<file path="config.mk">
export PLATFORM = sky130hd
export DESIGN_NAME = vector_mean_wind_direction
export DESIGN_NICKNAME = d
export VERILOG_FILES = /design/src/rtl/vmwd_pkg.sv /design/src/rtl/vmwd_accum.sv /design/src/rtl/vmwd_cordic.sv /design/src/rtl/vector_mean_wind_direction.sv
export SDC_FILE = /design/constraint.sdc
export NUM_CORES = 1
export LEC_CHECK = 0
export BUFFER_PORTS_ARGS = -buffer_cell sky130_fd_sc_hd__buf_2
export CAP_MARGIN = 5
export CORE_MARGIN = 1.5
export CORE_UTILIZATION = 57
export CTS_BUF_LIST = sky130_fd_sc_hd__clkbuf_8
export DETAILED_ROUTE_END_ITERATION = 8
export PLACE_DENSITY_LB_ADDON = 0.08
export SETUP_SLACK_MARGIN = 0.5
export SYNTH_ARGS = -nofsm -noshare
export SYNTH_HDL_FRONTEND = slang
export SYNTH_HIERARCHICAL = 1
export SYNTH_SLANG_ARGS = --single-unit
</file>
<file path="constraint.sdc">
create_clock -name clock -period 20.6 [get_ports clock]
set_input_delay 2.06 -clock clock [delete_from_list [all_inputs] [get_ports clock]]
set_output_delay 2.06 -clock clock [all_outputs]
set_load 0.1 [all_outputs]
</file>
<file path="src/rtl/vmwd_pkg.sv">
// ----------------------------------------------------------------------------
// vmwd_pkg: shared definitions for the vector-mean wind direction block
// Holds widths, the quarter-wave sine table, the arctangent table, the
// quadrant lookup function and the state and control types.
// ----------------------------------------------------------------------------
package vmwd_pkg;

   localparam int MAX_SAMPLES  = 128;
   localparam int TRIG_BITS    = 16;
   localparam int CORDIC_STEPS = 16;

   localparam int ATAN_ENTRIES = 24;
   localparam int ATAN_IDX_W   = $clog2(ATAN_ENTRIES);
   localparam int CORDIC_ITERS = (CORDIC_STEPS < ATAN_ENTRIES) ? CORDIC_STEPS : ATAN_ENTRIES;
   localparam int STEP_W       = $clog2(CORDIC_ITERS);

   localparam int ANGLE_W  = 9;
   localparam int DIR_W    = 9;
   localparam int SUM_W    = 24;
   localparam int COUNT_W  = 8;
   localparam int WANG_W   = 10;
   localparam int QIDX_W   = 7;
   localparam int QENTRIES = 91;
   localparam int XY_W     = 27;
   localparam int Z_W      = 27;
   localparam int DEG_FRAC = 16;

   localparam logic signed [Z_W-1:0] Z_HALF_DEG     = Z_W'(32768);
   localparam logic signed [Z_W-1:0] Z_QUARTER_TURN = Z_W'(90 * 65536);
   localparam logic signed [Z_W-1:0] Z_FULL_TURN    = Z_W'(360 * 65536);

   // Arctangent of 2^-i in Q16 degrees.
   localparam logic signed [Z_W-1:0] ATAN_Q16 [0:ATAN_ENTRIES-1] = '{
      Z_W'(2949120), Z_W'(1740967), Z_W'(919879), Z_W'(466945),
      Z_W'(234379),  Z_W'(117304),  Z_W'(58666),  Z_W'(29335),
      Z_W'(14668),   Z_W'(7334),    Z_W'(3667),   Z_W'(1833),
      Z_W'(917),     Z_W'(458),     Z_W'(229),    Z_W'(115),
      Z_W'(57),      Z_W'(29),      Z_W'(14),     Z_W'(7),
      Z_W'(4),       Z_W'(2),       Z_W'(1),      Z_W'(0)
   };

   typedef logic [QENTRIES-1:0][TRIG_BITS-1:0] qsine_type;

   typedef enum logic [1:0] {
      ST_IDLE,
      ST_LAUNCH,
      ST_WAIT
   } seq_state_type;

   typedef enum logic [1:0] {
      CD_IDLE,
      CD_ITER,
      CD_ROUND
   } cordic_state_type;

   typedef struct packed {
      logic sample;
      logic clear;
   } acc_ctrl_type;

   // Builds the 0..90 degree sine table at elaboration with a 24-step rotation
   // CORDIC in Q30, clamped and scaled to the table amplitude.
   function automatic qsine_type build_qsine();
      qsine_type tbl;
      longint    amp;
      longint    x;
      longint    y;
      longint    z;
      longint    dx;
      longint    dy;
      int        a;
      int        i;
      tbl = '0;
      amp = (longint'(1) <<< (TRIG_BITS - 1)) - 1;
      for (a = 0; a < QENTRIES; a++) begin
         x = 652032874;
         y = 0;
         z = longint'(a) * 65536;
         for (i = 0; i < ATAN_ENTRIES; i++) begin
            dx = y >>> i;
            dy = x >>> i;
            if (z >= 0) begin
               x = x - dx;
               y = y + dy;
               z = z - longint'(ATAN_Q16[i]);
            end else begin
               x = x + dx;
               y = y - dy;
               z = z + longint'(ATAN_Q16[i]);
            end
         end
         if (y < 0) y = 0;
         if (y > (longint'(1) <<< 30)) y = longint'(1) <<< 30;
         tbl[a] = TRIG_BITS'((y * amp + (longint'(1) <<< 29)) >>> 30);
      end
      return tbl;
   endfunction

   localparam qsine_type QSINE = build_qsine();

   // Sine of a whole-degree angle in 0..359 through quadrant symmetry.
   function automatic logic signed [TRIG_BITS-1:0] sine_lookup(input logic [WANG_W-1:0] ang);
      logic [WANG_W-1:0]          idx;
      logic                       neg;
      logic signed [TRIG_BITS-1:0] mag;
      if (ang <= WANG_W'(90)) begin
         idx = ang;
         neg = 1'b0;
      end else if (ang <= WANG_W'(180)) begin
         idx = WANG_W'(180) - ang;
         neg = 1'b0;
      end else if (ang <= WANG_W'(270)) begin
         idx = ang - WANG_W'(180);
         neg = 1'b1;
      end else begin
         idx = WANG_W'(360) - ang;
         neg = 1'b1;
      end
      mag = signed'(QSINE[idx[QIDX_W-1:0]]);
      return neg ? -mag : mag;
   endfunction

endpackage

</file>
<file path="src/rtl/vmwd_accum.sv">
// ----------------------------------------------------------------------------
// vmwd_accum: east and north vector accumulators
// Looks up sine and cosine of each sample and adds them into two saturating
// sums, counting samples up to the set limit.
// ----------------------------------------------------------------------------
module vmwd_accum (
   input  logic                                 clock,
   input  logic                                 reset,
   input  vmwd_pkg::acc_ctrl_type               ctrl,
   input  logic [vmwd_pkg::ANGLE_W-1:0]         angle_deg,
   output logic signed [vmwd_pkg::SUM_W-1:0]    east_sum,
   output logic signed [vmwd_pkg::SUM_W-1:0]    north_sum
);
   import vmwd_pkg::*;

   logic signed [SUM_W-1:0]     east_ff, east_in;
   logic signed [SUM_W-1:0]     north_ff, north_in;
   logic [COUNT_W-1:0]          count_ff, count_in;
   logic [WANG_W-1:0]           sin_ang;
   logic [WANG_W-1:0]           cos_ang;
   logic signed [TRIG_BITS-1:0] sin_val;
   logic signed [TRIG_BITS-1:0] cos_val;

   function automatic logic signed [SUM_W-1:0] sat_add(input logic signed [SUM_W-1:0] s,
                                                       input logic signed [TRIG_BITS-1:0] d);
      logic signed [SUM_W:0] wide;
      wide = (SUM_W+1)'(s) + (SUM_W+1)'(d);
      if (wide[SUM_W] != wide[SUM_W-1]) begin
         return {wide[SUM_W], {(SUM_W-1){~wide[SUM_W]}}};
      end
      return wide[SUM_W-1:0];
   endfunction

   always_comb begin
      if (angle_deg >= ANGLE_W'(360)) begin
         sin_ang = WANG_W'(angle_deg) - WANG_W'(360);
      end else begin
         sin_ang = WANG_W'(angle_deg);
      end
      if (sin_ang + WANG_W'(90) >= WANG_W'(360)) begin
         cos_ang = sin_ang + WANG_W'(90) - WANG_W'(360);
      end else begin
         cos_ang = sin_ang + WANG_W'(90);
      end
      sin_val = sine_lookup(sin_ang);
      cos_val = sine_lookup(cos_ang);
   end

   always_comb begin
      east_in  = east_ff;
      north_in = north_ff;
      count_in = count_ff;
      if (ctrl.clear) begin
         east_in  = '0;
         north_in = '0;
         count_in = '0;
      end else if (ctrl.sample && (count_ff < COUNT_W'(MAX_SAMPLES))) begin
         east_in  = sat_add(east_ff, sin_val);
         north_in = sat_add(north_ff, cos_val);
         count_in = count_ff + COUNT_W'(1);
      end
   end

   always_ff @(posedge clock) begin
      if (reset) begin
         east_ff  <= '0;
         north_ff <= '0;
         count_ff <= '0;
      end else begin
         east_ff  <= east_in;
         north_ff <= north_in;
         count_ff <= count_in;
      end
   end

   assign east_sum  = east_ff;
   assign north_sum = north_ff;

endmodule

</file>
<file path="src/rtl/vmwd_cordic.sv">
// ----------------------------------------------------------------------------
// vmwd_cordic: iterative vectoring CORDIC for atan2 in degrees
// One shift-add stage is reused once per cycle; a final rounding state rounds and
// wraps the angle into whole degrees.
// ----------------------------------------------------------------------------
module vmwd_cordic (
   input  logic                                 clock,
   input  logic                                 reset,
   input  logic                                 start,
   input  logic signed [vmwd_pkg::SUM_W-1:0]    east_sum,
   input  logic signed [vmwd_pkg::SUM_W-1:0]    north_sum,
   output logic                                 done,
   output logic [vmwd_pkg::DIR_W-1:0]           direction
);
   import vmwd_pkg::*;

   cordic_state_type        state_ff, state_in;
   logic signed [XY_W-1:0]  x_ff, x_in;
   logic signed [XY_W-1:0]  y_ff, y_in;
   logic signed [Z_W-1:0]   z_ff, z_in;
   logic [STEP_W-1:0]       step_ff, step_in;
   logic                    neg_east_ff, neg_east_in;
   logic                    done_ff, done_in;
   logic [DIR_W-1:0]        dir_ff, dir_in;

   logic                    both_zero;
   logic signed [XY_W-1:0]  e_ext;
   logic signed [XY_W-1:0]  n_ext;
   logic signed [XY_W-1:0]  dx;
   logic signed [XY_W-1:0]  dy;
   logic signed [Z_W-1:0]   z_round;

   assign both_zero = (east_sum == '0) && (north_sum == '0);
   assign e_ext     = XY_W'(east_sum);
   assign n_ext     = XY_W'(north_sum);
   assign dx        = y_ff >>> step_ff;
   assign dy        = x_ff >>> step_ff;

   always_comb begin
      state_in = state_ff;
      case (state_ff)
         CD_IDLE: begin
            if (start) begin
               state_in = both_zero ? CD_ROUND : CD_ITER;
            end
         end
         CD_ITER: begin
            if (step_ff == STEP_W'(CORDIC_ITERS - 1)) begin
               state_in = CD_ROUND;
            end
         end
         CD_ROUND: state_in = CD_IDLE;
         default:  state_in = CD_IDLE;
      endcase
   end

   always_comb begin
      x_in        = x_ff;
      y_in        = y_ff;
      z_in        = z_ff;
      step_in     = step_ff;
      neg_east_in = neg_east_ff;
      done_in     = 1'b0;
      dir_in      = dir_ff;
      z_round     = z_ff + Z_HALF_DEG + (neg_east_ff ? Z_FULL_TURN : '0);
      case (state_ff)
         CD_IDLE: begin
            if (start) begin
               step_in     = '0;
               neg_east_in = east_sum[SUM_W-1];
               if (both_zero) begin
                  x_in = '0;
                  y_in = '0;
                  z_in = '0;
               end else if (north_sum[SUM_W-1]) begin
                  // Pre-rotate by a quarter turn so the vector lies in the right half plane.
                  if (!east_sum[SUM_W-1]) begin
                     x_in = e_ext;
                     y_in = -n_ext;
                     z_in = Z_QUARTER_TURN;
                  end else begin
                     x_in = -e_ext;
                     y_in = n_ext;
                     z_in = -Z_QUARTER_TURN;
                  end
               end else begin
                  x_in = n_ext;
                  y_in = e_ext;
                  z_in = '0;
               end
            end
         end
         CD_ITER: begin
            if (!y_ff[XY_W-1] && (y_ff != '0)) begin
               x_in = x_ff + dx;
               y_in = y_ff - dy;
               z_in = z_ff + ATAN_Q16[ATAN_IDX_W'(step_ff)];
            end else begin
               x_in = x_ff - dx;
               y_in = y_ff + dy;
               z_in = z_ff - ATAN_Q16[ATAN_IDX_W'(step_ff)];
            end
            step_in = step_ff + STEP_W'(1);
         end
         CD_ROUND: begin
            done_in = 1'b1;
            if ((z_round >= Z_FULL_TURN) || z_round[Z_W-1]) begin
               dir_in = '0;
            end else begin
               dir_in = z_round[DEG_FRAC+DIR_W-1:DEG_FRAC];
            end
         end
         default: begin
            done_in = 1'b0;
         end
      endcase
   end

   always_ff @(posedge clock) begin
      if (reset) begin
         state_ff    <= CD_IDLE;
         done_ff     <= 1'b0;
         step_ff     <= '0;
         neg_east_ff <= 1'b0;
      end else begin
         state_ff    <= state_in;
         done_ff     <= done_in;
         step_ff     <= step_in;
         neg_east_ff <= neg_east_in;
      end
   end

   always_ff @(posedge clock) begin
      x_ff   <= x_in;
      y_ff   <= y_in;
      z_ff   <= z_in;
      dir_ff <= dir_in;
   end

   assign done      = done_ff;
   assign direction = dir_ff;

endmodule

</file>
<file path="src/rtl/vector_mean_wind_direction.sv">
// ----------------------------------------------------------------------------
// vector_mean_wind_direction: vector-mean wind direction of a sample set
// Accumulates unit vectors of whole-degree samples and reports the rounded
// direction of their sum when the last sample of a set arrives.
// ----------------------------------------------------------------------------
// Usage: a transaction is accepted at a rising clock edge with start high and
// busy low; req_angle_deg carries one direction sample (values of 360 and up
// are reduced by 360) and req_last_sample marks the end of a set.
// An ordinary sample is absorbed in the cycle it is accepted, so busy stays
// low and samples may arrive every cycle. Samples past the set limit are
// dropped, though a dropped last sample still closes the set.
// When the last sample is accepted, busy rises and the block computes
// atan2(east, north) with a vectoring CORDIC that does one shift-add step
// per cycle. The result appears on rsp_mean_direction with rsp_valid high
// for exactly one cycle, after the launch state, the CORDIC_ITERS CORDIC
// iterations and a rounding step; the iterations are skipped when both sums
// are zero. busy falls the cycle after the result strobe. The receiver has
// no way to stall the result channel.
// A synchronous reset clears the sums, the sample count and the sequencer.
// ----------------------------------------------------------------------------
module vector_mean_wind_direction (
   input  logic                              clock,
   input  logic                              reset,
   input  logic                              start,
   output logic                              busy,
   input  logic [vmwd_pkg::ANGLE_W-1:0]      req_angle_deg,
   input  logic                              req_last_sample,
   output logic                              rsp_valid,
   output logic [vmwd_pkg::DIR_W-1:0]        rsp_mean_direction
);
   import vmwd_pkg::*;

   seq_state_type            state_ff, state_in;
   acc_ctrl_type             acc_ctrl;
   logic                     accept;
   logic                     cordic_start;
   logic                     cordic_done;
   logic signed [SUM_W-1:0]  east_sum;
   logic signed [SUM_W-1:0]  north_sum;

   // A transaction is taken only while the sequencer sits idle.
   assign accept = start && (state_ff == ST_IDLE);

   // Next-state logic: a last sample launches the CORDIC in the cycle after it is
   // accepted, after its own contribution has landed in the sums.
   always_comb begin
      state_in = state_ff;
      case (state_ff)
         ST_IDLE: begin
            if (accept && req_last_sample) begin
               state_in = ST_LAUNCH;
            end
         end
         ST_LAUNCH: state_in = ST_WAIT;
         ST_WAIT: begin
            if (cordic_done) begin
               state_in = ST_IDLE;
            end
         end
         default: state_in = ST_IDLE;
      endcase
   end

   // Output logic: the launch cycle hands the sums to the CORDIC and clears
   // them in the same edge, so the next set starts from zero.
   always_comb begin
      busy            = 1'b1;
      acc_ctrl.sample = 1'b0;
      acc_ctrl.clear  = 1'b0;
      cordic_start    = 1'b0;
      case (state_ff)
         ST_IDLE: begin
            busy            = 1'b0;
            acc_ctrl.sample = start;
         end
         ST_LAUNCH: begin
            acc_ctrl.clear = 1'b1;
            cordic_start   = 1'b1;
         end
         ST_WAIT: begin
            busy = 1'b1;
         end
         default: begin
            busy = 1'b1;
         end
      endcase
   end

   always_ff @(posedge clock) begin
      if (reset) begin
         state_ff <= ST_IDLE;
      end else begin
         state_ff <= state_in;
      end
   end

   vmwd_accum u_accum (
      .clock     (clock),
      .reset     (reset),
      .ctrl      (acc_ctrl),
      .angle_deg (req_angle_deg),
      .east_sum  (east_sum),
      .north_sum (north_sum)
   );

   vmwd_cordic u_cordic (
      .clock     (clock),
      .reset     (reset),
      .start     (cordic_start),
      .east_sum  (east_sum),
      .north_sum (north_sum),
      .done      (cordic_done),
      .direction (rsp_mean_direction)
   );

   // The CORDIC's done flag is a registered one-cycle pulse.
   assign rsp_valid = cordic_done;

endmodule
</file>
# == Word-level counts from Yosys, hierarchy flattened ==
# Memories as Yosys holds them, arrays and structs flattened.
# Index checks and enable logic that the tools add are counted.
# totals
input_bits,13
regBits,156
memories,3
mem_bits_ro,4960
output_inout_bits,11
# classes
muxes,60
reduce_logical,18
magnitude_cmp,13
eq_ne,11
n_shift,2
bitwise,3
addsub,25
# mem_list
name,depth,word_bits,read_ports,rd_ports_with_merged_regs,write_ports,line,text
(no name shown),128,16,1,0,0,vmwd_pkg.sv:119,mag = signed'(QSINE[idx[QIDX_W-1:0]]);
(no name shown),128,16,1,0,0,vmwd_pkg.sv:119,
(no name shown),32,27,1,0,0,vmwd_cordic.sv:97,z_in = z_ff + ATAN_Q16[ATAN_IDX_W'(step_ff)];
# ops
cell,count
$mux 27,17
$pmux 27 s2,3
$add 27x27->27,4
$mux 24,4
$sub 27x27->27,3
$mux 16,4
$neg 24->27,2
$sshr 27x4->27,2
$add 24x16->25,2
$logic_not 24->1,2
$mux 7,6
$neg 16->16,2
$add 27x16->27 const B,1
$ge 27x26->1 const B,1
$reduce_bool 27->1,1
$mux 25,1
$le 10x7->1 const B,2
$le 10x8->1 const B,2
$le 10x9->1 const B,2
$mux 10,2
$lt 7x8->1 const B,2
$mux 1,14
$sub 6x7->7 const A,2
$sub 7x6->7 const B,2
other kinds (30),49

# == Longest topological paths before layout ==
# depth
word_depth,19
mapped_depth,51
depth_no_buf,48

# == Hierarchy ==
# The synthesis kept the hierarchy.
# by_module_without_submodules
mod,seq_area_each_um2,instances,area_per_inst_um2,cells_per_inst
vmwd_cordic,2862.7,1,14064.7,1689
vmwd_accum,1121.1,1,10442.5,1506
vector_mean_wind_direction,40.0,1,93.8,8

# == Worst setup path before layout ==
# No wires, ideal clock.
# synth_timing
path_kind,input port to flip-flop
from,input port req_angle_deg[3] (netlist name)
to,"register u_accum.north_ff[14], in the netlist u_accum/north_sum[14]"
t_arrival_ns,11.921
required_ns,20.470
path_buffers,4
slack_ns,8.548
cell_stages,49
cell_sequence,buf_2 -> inv_1 -> ha_1 -> nor4bb_1 -> a221oi_4 -> o311a_1 -> nor2_1 -> a21oi_4 -> xnor2_2 -> inv_1 -> ha_1 -> nor4_1 -> mux2_2 -> o311a_1 -> nor2_2 -> o22ai_1 -> mux2i_1 -> buf_2 -> [13 not listed] -> o21bai_1 -> a21oi_1 -> o21bai_1 -> a21oi_1 -> o21bai_1 -> a21oi_1 -> o21bai_1 -> a21o_1 -> a41oi_1 -> a221oi_1 -> a21oi_1 -> o21ai_0 -> o31a_1 -> o41ai_1 -> clkbuf_1 -> nor3_1 -> a21oi_1 -> o22ai_1
# synth_between
elab_chain_cells,19
word_cells_on_any_way,30
classes_between,add/sub (8); order compare (5); eq/ne (1); mux (14); bitwise (1); memory (1)
# synth_rtl
item,line,text
from (decl),vector_mean_wind_direction.sv:26,"input logic [vmwd_pkg::ANGLE_W-1:0] req_angle_deg,"
$sub 9x9->10 or $ge 9x9->1 (tied branches),"vmwd_accum.sv:36, vmwd_accum.sv:35",
$mux 10 (*),vmwd_accum.sv:35,if (angle_deg >= ANGLE_W'(360)) begin
$add 10x7->10 (*),"vmwd_accum.sv:40, vmwd_accum.sv:41, vmwd_accum.sv:43",
$sub 10x9->10 or $ge 10x9->1 (tied branches),"vmwd_accum.sv:41, vmwd_accum.sv:40",
$mux 10 (*),vmwd_accum.sv:40,if (sin_ang + WANG_W'(90) >= WANG_W'(360)) begin
"$le 10x9->1, or another cell as far along",vmwd_pkg.sv:112,end else if (ang <= WANG_W'(270)) begin
$mux 7,vmwd_pkg.sv:112,
$mux 7,vmwd_pkg.sv:109,end else if (ang <= WANG_W'(180)) begin
[3 not listed],-,
$neg 16->16,vmwd_pkg.sv:120,return neg ? -mag : mag;
$mux 16 (*),vmwd_pkg.sv:120,
$add 24x16->25 (*),vmwd_accum.sv:27,wide = (SUM_W+1)'(s) + (SUM_W+1)'(d);
$ne 1x1->1,vmwd_accum.sv:28,if (wide[SUM_W] != wide[SUM_W-1]) begin
$mux 1,vmwd_accum.sv:28,
$mux 1,vmwd_accum.sv:57,end else if (ctrl.sample && (count_ff < COUNT_W'(MAX_SAMPLES))) begin
$mux 1,vmwd_accum.sv:53,if (ctrl.clear) begin
$mux 24 (*),vmwd_accum.sv:31,return wide[SUM_W-1:0];
to (signal assigned),vmwd_accum.sv:71,north_ff <= north_in;
to (decl),vmwd_accum.sv:17,"logic signed [SUM_W-1:0] north_ff, north_in;"
# Mark *: on every way between the ends. The rest lies on a longest branch, timed or not. The select of a mux whose other input is x is not followed.
# A chain may end at the register's enable or synchronous reset.

# == Final worst setup path ==
# layout_timing
from,input port req_angle_deg[3] (netlist name)
to,"register u_accum.north_ff[20], in the netlist u_accum/north_sum[20]"
# The elaborated chain is that of the path after synthesis.

==> metrics.txt <==
Clk network pwr share 8.5%; Num CTS Buffers 17; multiplexer area fraction after synthesis 9.16%; Worst-path clk slew 0.11 ns; diode count 0; routed length per instance 21.0 µm; fmax 75.8 MHz; I/O Pins 24; post-synthesis sequential area ratio ~16%; hold slack final 0.494 ns; HPWL after DPL roughly 56000 µm; Simple-Gate Fraction of Synth Area 18.7%; Inst Count DP between 3000 and 4000; Slew Viols, Final 0; hold path depth 2; area delta synth->final 2.83%; critical-path maximum fanout 45; Syn Nets 3410; CTS Hold Bufs 0; status complete, no violations; post-route ant nets 0; Final setup viols 0; RR Endpoint u_cordic/x_ff[23]$_DFFE_PP_; crit-path most repeated cell a21oi_1; xor/xnor share of the synthesized area roughly a tenth; Post-CTS Setup Bufs 0; synthesized flop and latch total ~160; Layout Nets roughly 3300; number of global-route vias before repair approximately 23000; r2r setup slk approximately 14 ns; IR drop worst, VDD 0.204 mV; Final Cycle Share ~64%; main combinational cell family by area after synthesis compound AO/OA/AOI/OAI gates; Worst setup SP type input pin; Final Hold Fails 0; first-pass GRT wire length 121000 µm; number of flops mapped to enable cells by yosys 90; synthesized area 0.0246 mm²; post-layout minimum cycle time 13.19 ns; Initial Util 58.3%; Die Span X approximately 210 µm; largest net degree at the start of global routing around 100; count of cell types in the netlist 120; Worst path slowest cell nor4bb_1; synth top area cells edfxtp_1 (11%), ha_1 (9.6%), a21oi_1 (6.3%); Least-Margin Pin Slew about 1.1 ns; Synth Area per Inst 7.68 µm²; Yosys warnings 6; Flop pwr share 16.4%; WHS Endpoint u_accum/count_ff[1]$_SDFFE_PP0P_; Post-Synth Adder-Cell Area between 10% and 20%; vias per std cell 6.80; DRT Pass-1 Iters 6; RSZ-0062 raised after global routing false; total of max-cap violations 0; FF-to-FF Start u_cordic/step_ff[0]$_SDFFE_PP0P_; initial antenna violation count 0; Hold WC Path Type flip-flop to flip-flop; Fin Clk Skew roughly 0.018 ns; vias post-DR 24700; # port buffers 23; # DRC 0; post-CTS resize count 0; final core occ ~60%; worst r2r path cells 19; TNS Setup 0 ns; cell taking the most area after synthesis edfxtp_1; total gr overflow 0; post-synthesis compound-gate area fraction 29.6%; crit path DAT roughly 14 ns; Rel. slew slack about a quarter; CP required approximately 21 ns; row cnt 75; LEAKAGE slightly below 10 nW; global placement routability congestion 0.982; Root Buffer clkbuf_8; Iteration-0 DRC Markers around 2700; CTS tree done; layout cell share with drive strength beyond 1 ~8.9%; Bufs on Longest Clock Path 2; Num Clock Sinks roughly 160; gr usage total approximately 34%; H-tree levels 4; Die Ht around 210 µm; share of the synthesized area in the top cell type between 10% and 20%; combinational share of power 75.1%; Switching Power approximately 0.0015 W; DIE AREA 0.0444 mm²; fin cells around 3600; Sw Share 52.8%; hold path startpoint u_accum/count_ff[1]$_SDFFE_PP0P_; Pint roughly 0.0014 W; clock latency on the worst-skew pair about 0.49 ns; Crit path largest cell delay 0.57 ns; post-synthesis cell count around 3200; core footprint 0.0422 mm²; Synth Flop Type edfxtp_1; PD cells between 100 and 150 mW/mm²; total wire length around 76000 µm; critical path endpoint category flip-flop; fill count about 3900; CP Class input pin to flip-flop; ys async rst share 0%
## how the worst max path moves through the flow
stage,cells past startpoint,endpoint,from
2_1_floorplan,49,u_accum/north_sum[14]$_SDFFE_PP0P_,req_angle_deg[3]
3_3_place_gp,46,u_accum/north_sum[20]$_SDFFE_PP0P_,req_angle_deg[3]
3_5_place_dp,47,u_accum/north_sum[20]$_SDFFE_PP0P_,req_angle_deg[3]
4_1_cts,50,u_accum/north_sum[20]$_SDFFE_PP0P_,req_angle_deg[3]
5_1_grt,46,u_accum/north_sum[20]$_SDFFE_PP0P_,req_angle_deg[3]
6_report,46,u_accum/north_sum[20]$_SDFFE_PP0P_,req_angle_deg[3]
## cell usage after synthesis (56+ instances only)
master / number
a21oi_1: 311
o211ai_1: 77
dfxtp_1: 66
nor2_1: 254
o21ai_0: 305
a31oi_1: 56
xnor2_1: 159
nand2_1: 315
mux4_2: 59
nand3_1: 61
inv_1: 105
ha_1: 189
edfxtp_1: 90
xor2_1: 107
clkbuf_1: 129
## area by class of cell
cell class | count | area, µm² | area share [%]
inverter | 114 | 429 | 1.70
clock buffer | 17 | 234 | 0.925
tap | 539 | 674 | 2.67
clock inverter | 15 | 176 | 0.697
sequential | 156 | 4040 | 16.0
timing repair buffer | 61 | 400 | 1.58
multi-input combinational | 2729 | 19300 | 76.5
## power by group through the flow
stage               combinational (W)  sequential [W]  clock (W)
finish                        0.00219        0.000479   0.000248
global route                  0.00240        0.000484   0.000265
CTS                           0.00215        0.000476   0.000253
detailed placement            0.00214        0.000483          0
global placement              0.00211        0.000481          0
floorplan                     0.00171        0.000438          0
## cells by family after synthesis
group / after synthesis
compound gates: 1141
xor+xnor: 270
fa+ha+maj: 214
buf+inv: 318
flops: 156
mux: 146
simple gates: 958
## sequential cells by signal, summed over array words and instances (netlist names)
signal and cells:
state_ff 2, u_accum/count_ff 8, u_accum/east_sum 24, u_accum/north_sum 24, u_cordic/direction 9, u_cordic/done 1, u_cordic/neg_east_ff 1, u_cordic/state_ff 2
u_cordic/step_ff 4, u_cordic/x_ff 27, u_cordic/y_ff 27, u_cordic/z_ff 27
## critical path: cells and delay by family
kind	cells	cell delay (ns)
multiplexers	1	0.26
XOR/XNOR	3	0.98
AND/OR/NAND/NOR	7	2.01
adder cells (fa/ha/maj)	4	1.16
buffers and inverters	5	1.41
AO/OA/AOI/OAI	26	5.69
## layer usage
layer / part of all wire (%) / global-route usage, % / wire, µm / vias to the layer above
li1: - / - / - / 11700
met4: 4.5 / 15.6 / 3430 / 0
met5: 0 / 0 / 0 / -
met1: 42 / 44.8 / 32200 / 11700
met2: 46 / 55.0 / 35100 / 1119
met3: 7.3 / 3.36 / 5540 / 195
## per-stage QoR
step / total power (W) / area (µm²) / worst slack [ns]
6_report: 0.00292 / 25300 / 7.41
5_1_grt: 0.00315 / 25300 / 6.58
3_3_place_gp: 0.00259 / 24900 / 7.49
2_1_floorplan: 0.00215 / 24600 / 8.55
4_1_cts: 0.00288 / 25300 / 7.66
3_5_place_dp: 0.00263 / 24900 / 7.16
## cells in the final DEF, fill, tap and decap left out, drive strengths merged, types with 17 or more instances in the layout
cell type	n
o21ai	317
edfxtp	90
o21bai	34
or2	22
o31ai	28
nand2	316
maj3	20
a31oi	56
xnor2	161
xor2	108
nor2b	34
o22ai	25
mux2	30
buf	61
a211oi	32
and3	31
inv	121
and2	29
mux4	59
a21o	52
nor2	256
nand2b	34
nand3	61
a21oi	314
mux2i	57
ha	189
nor3	60
o211ai	78
nor4	27
clkbuf	17
dfxtp	66
or3	29
a221oi	17
No activity file was read; power rests on OpenSTA's default activity.
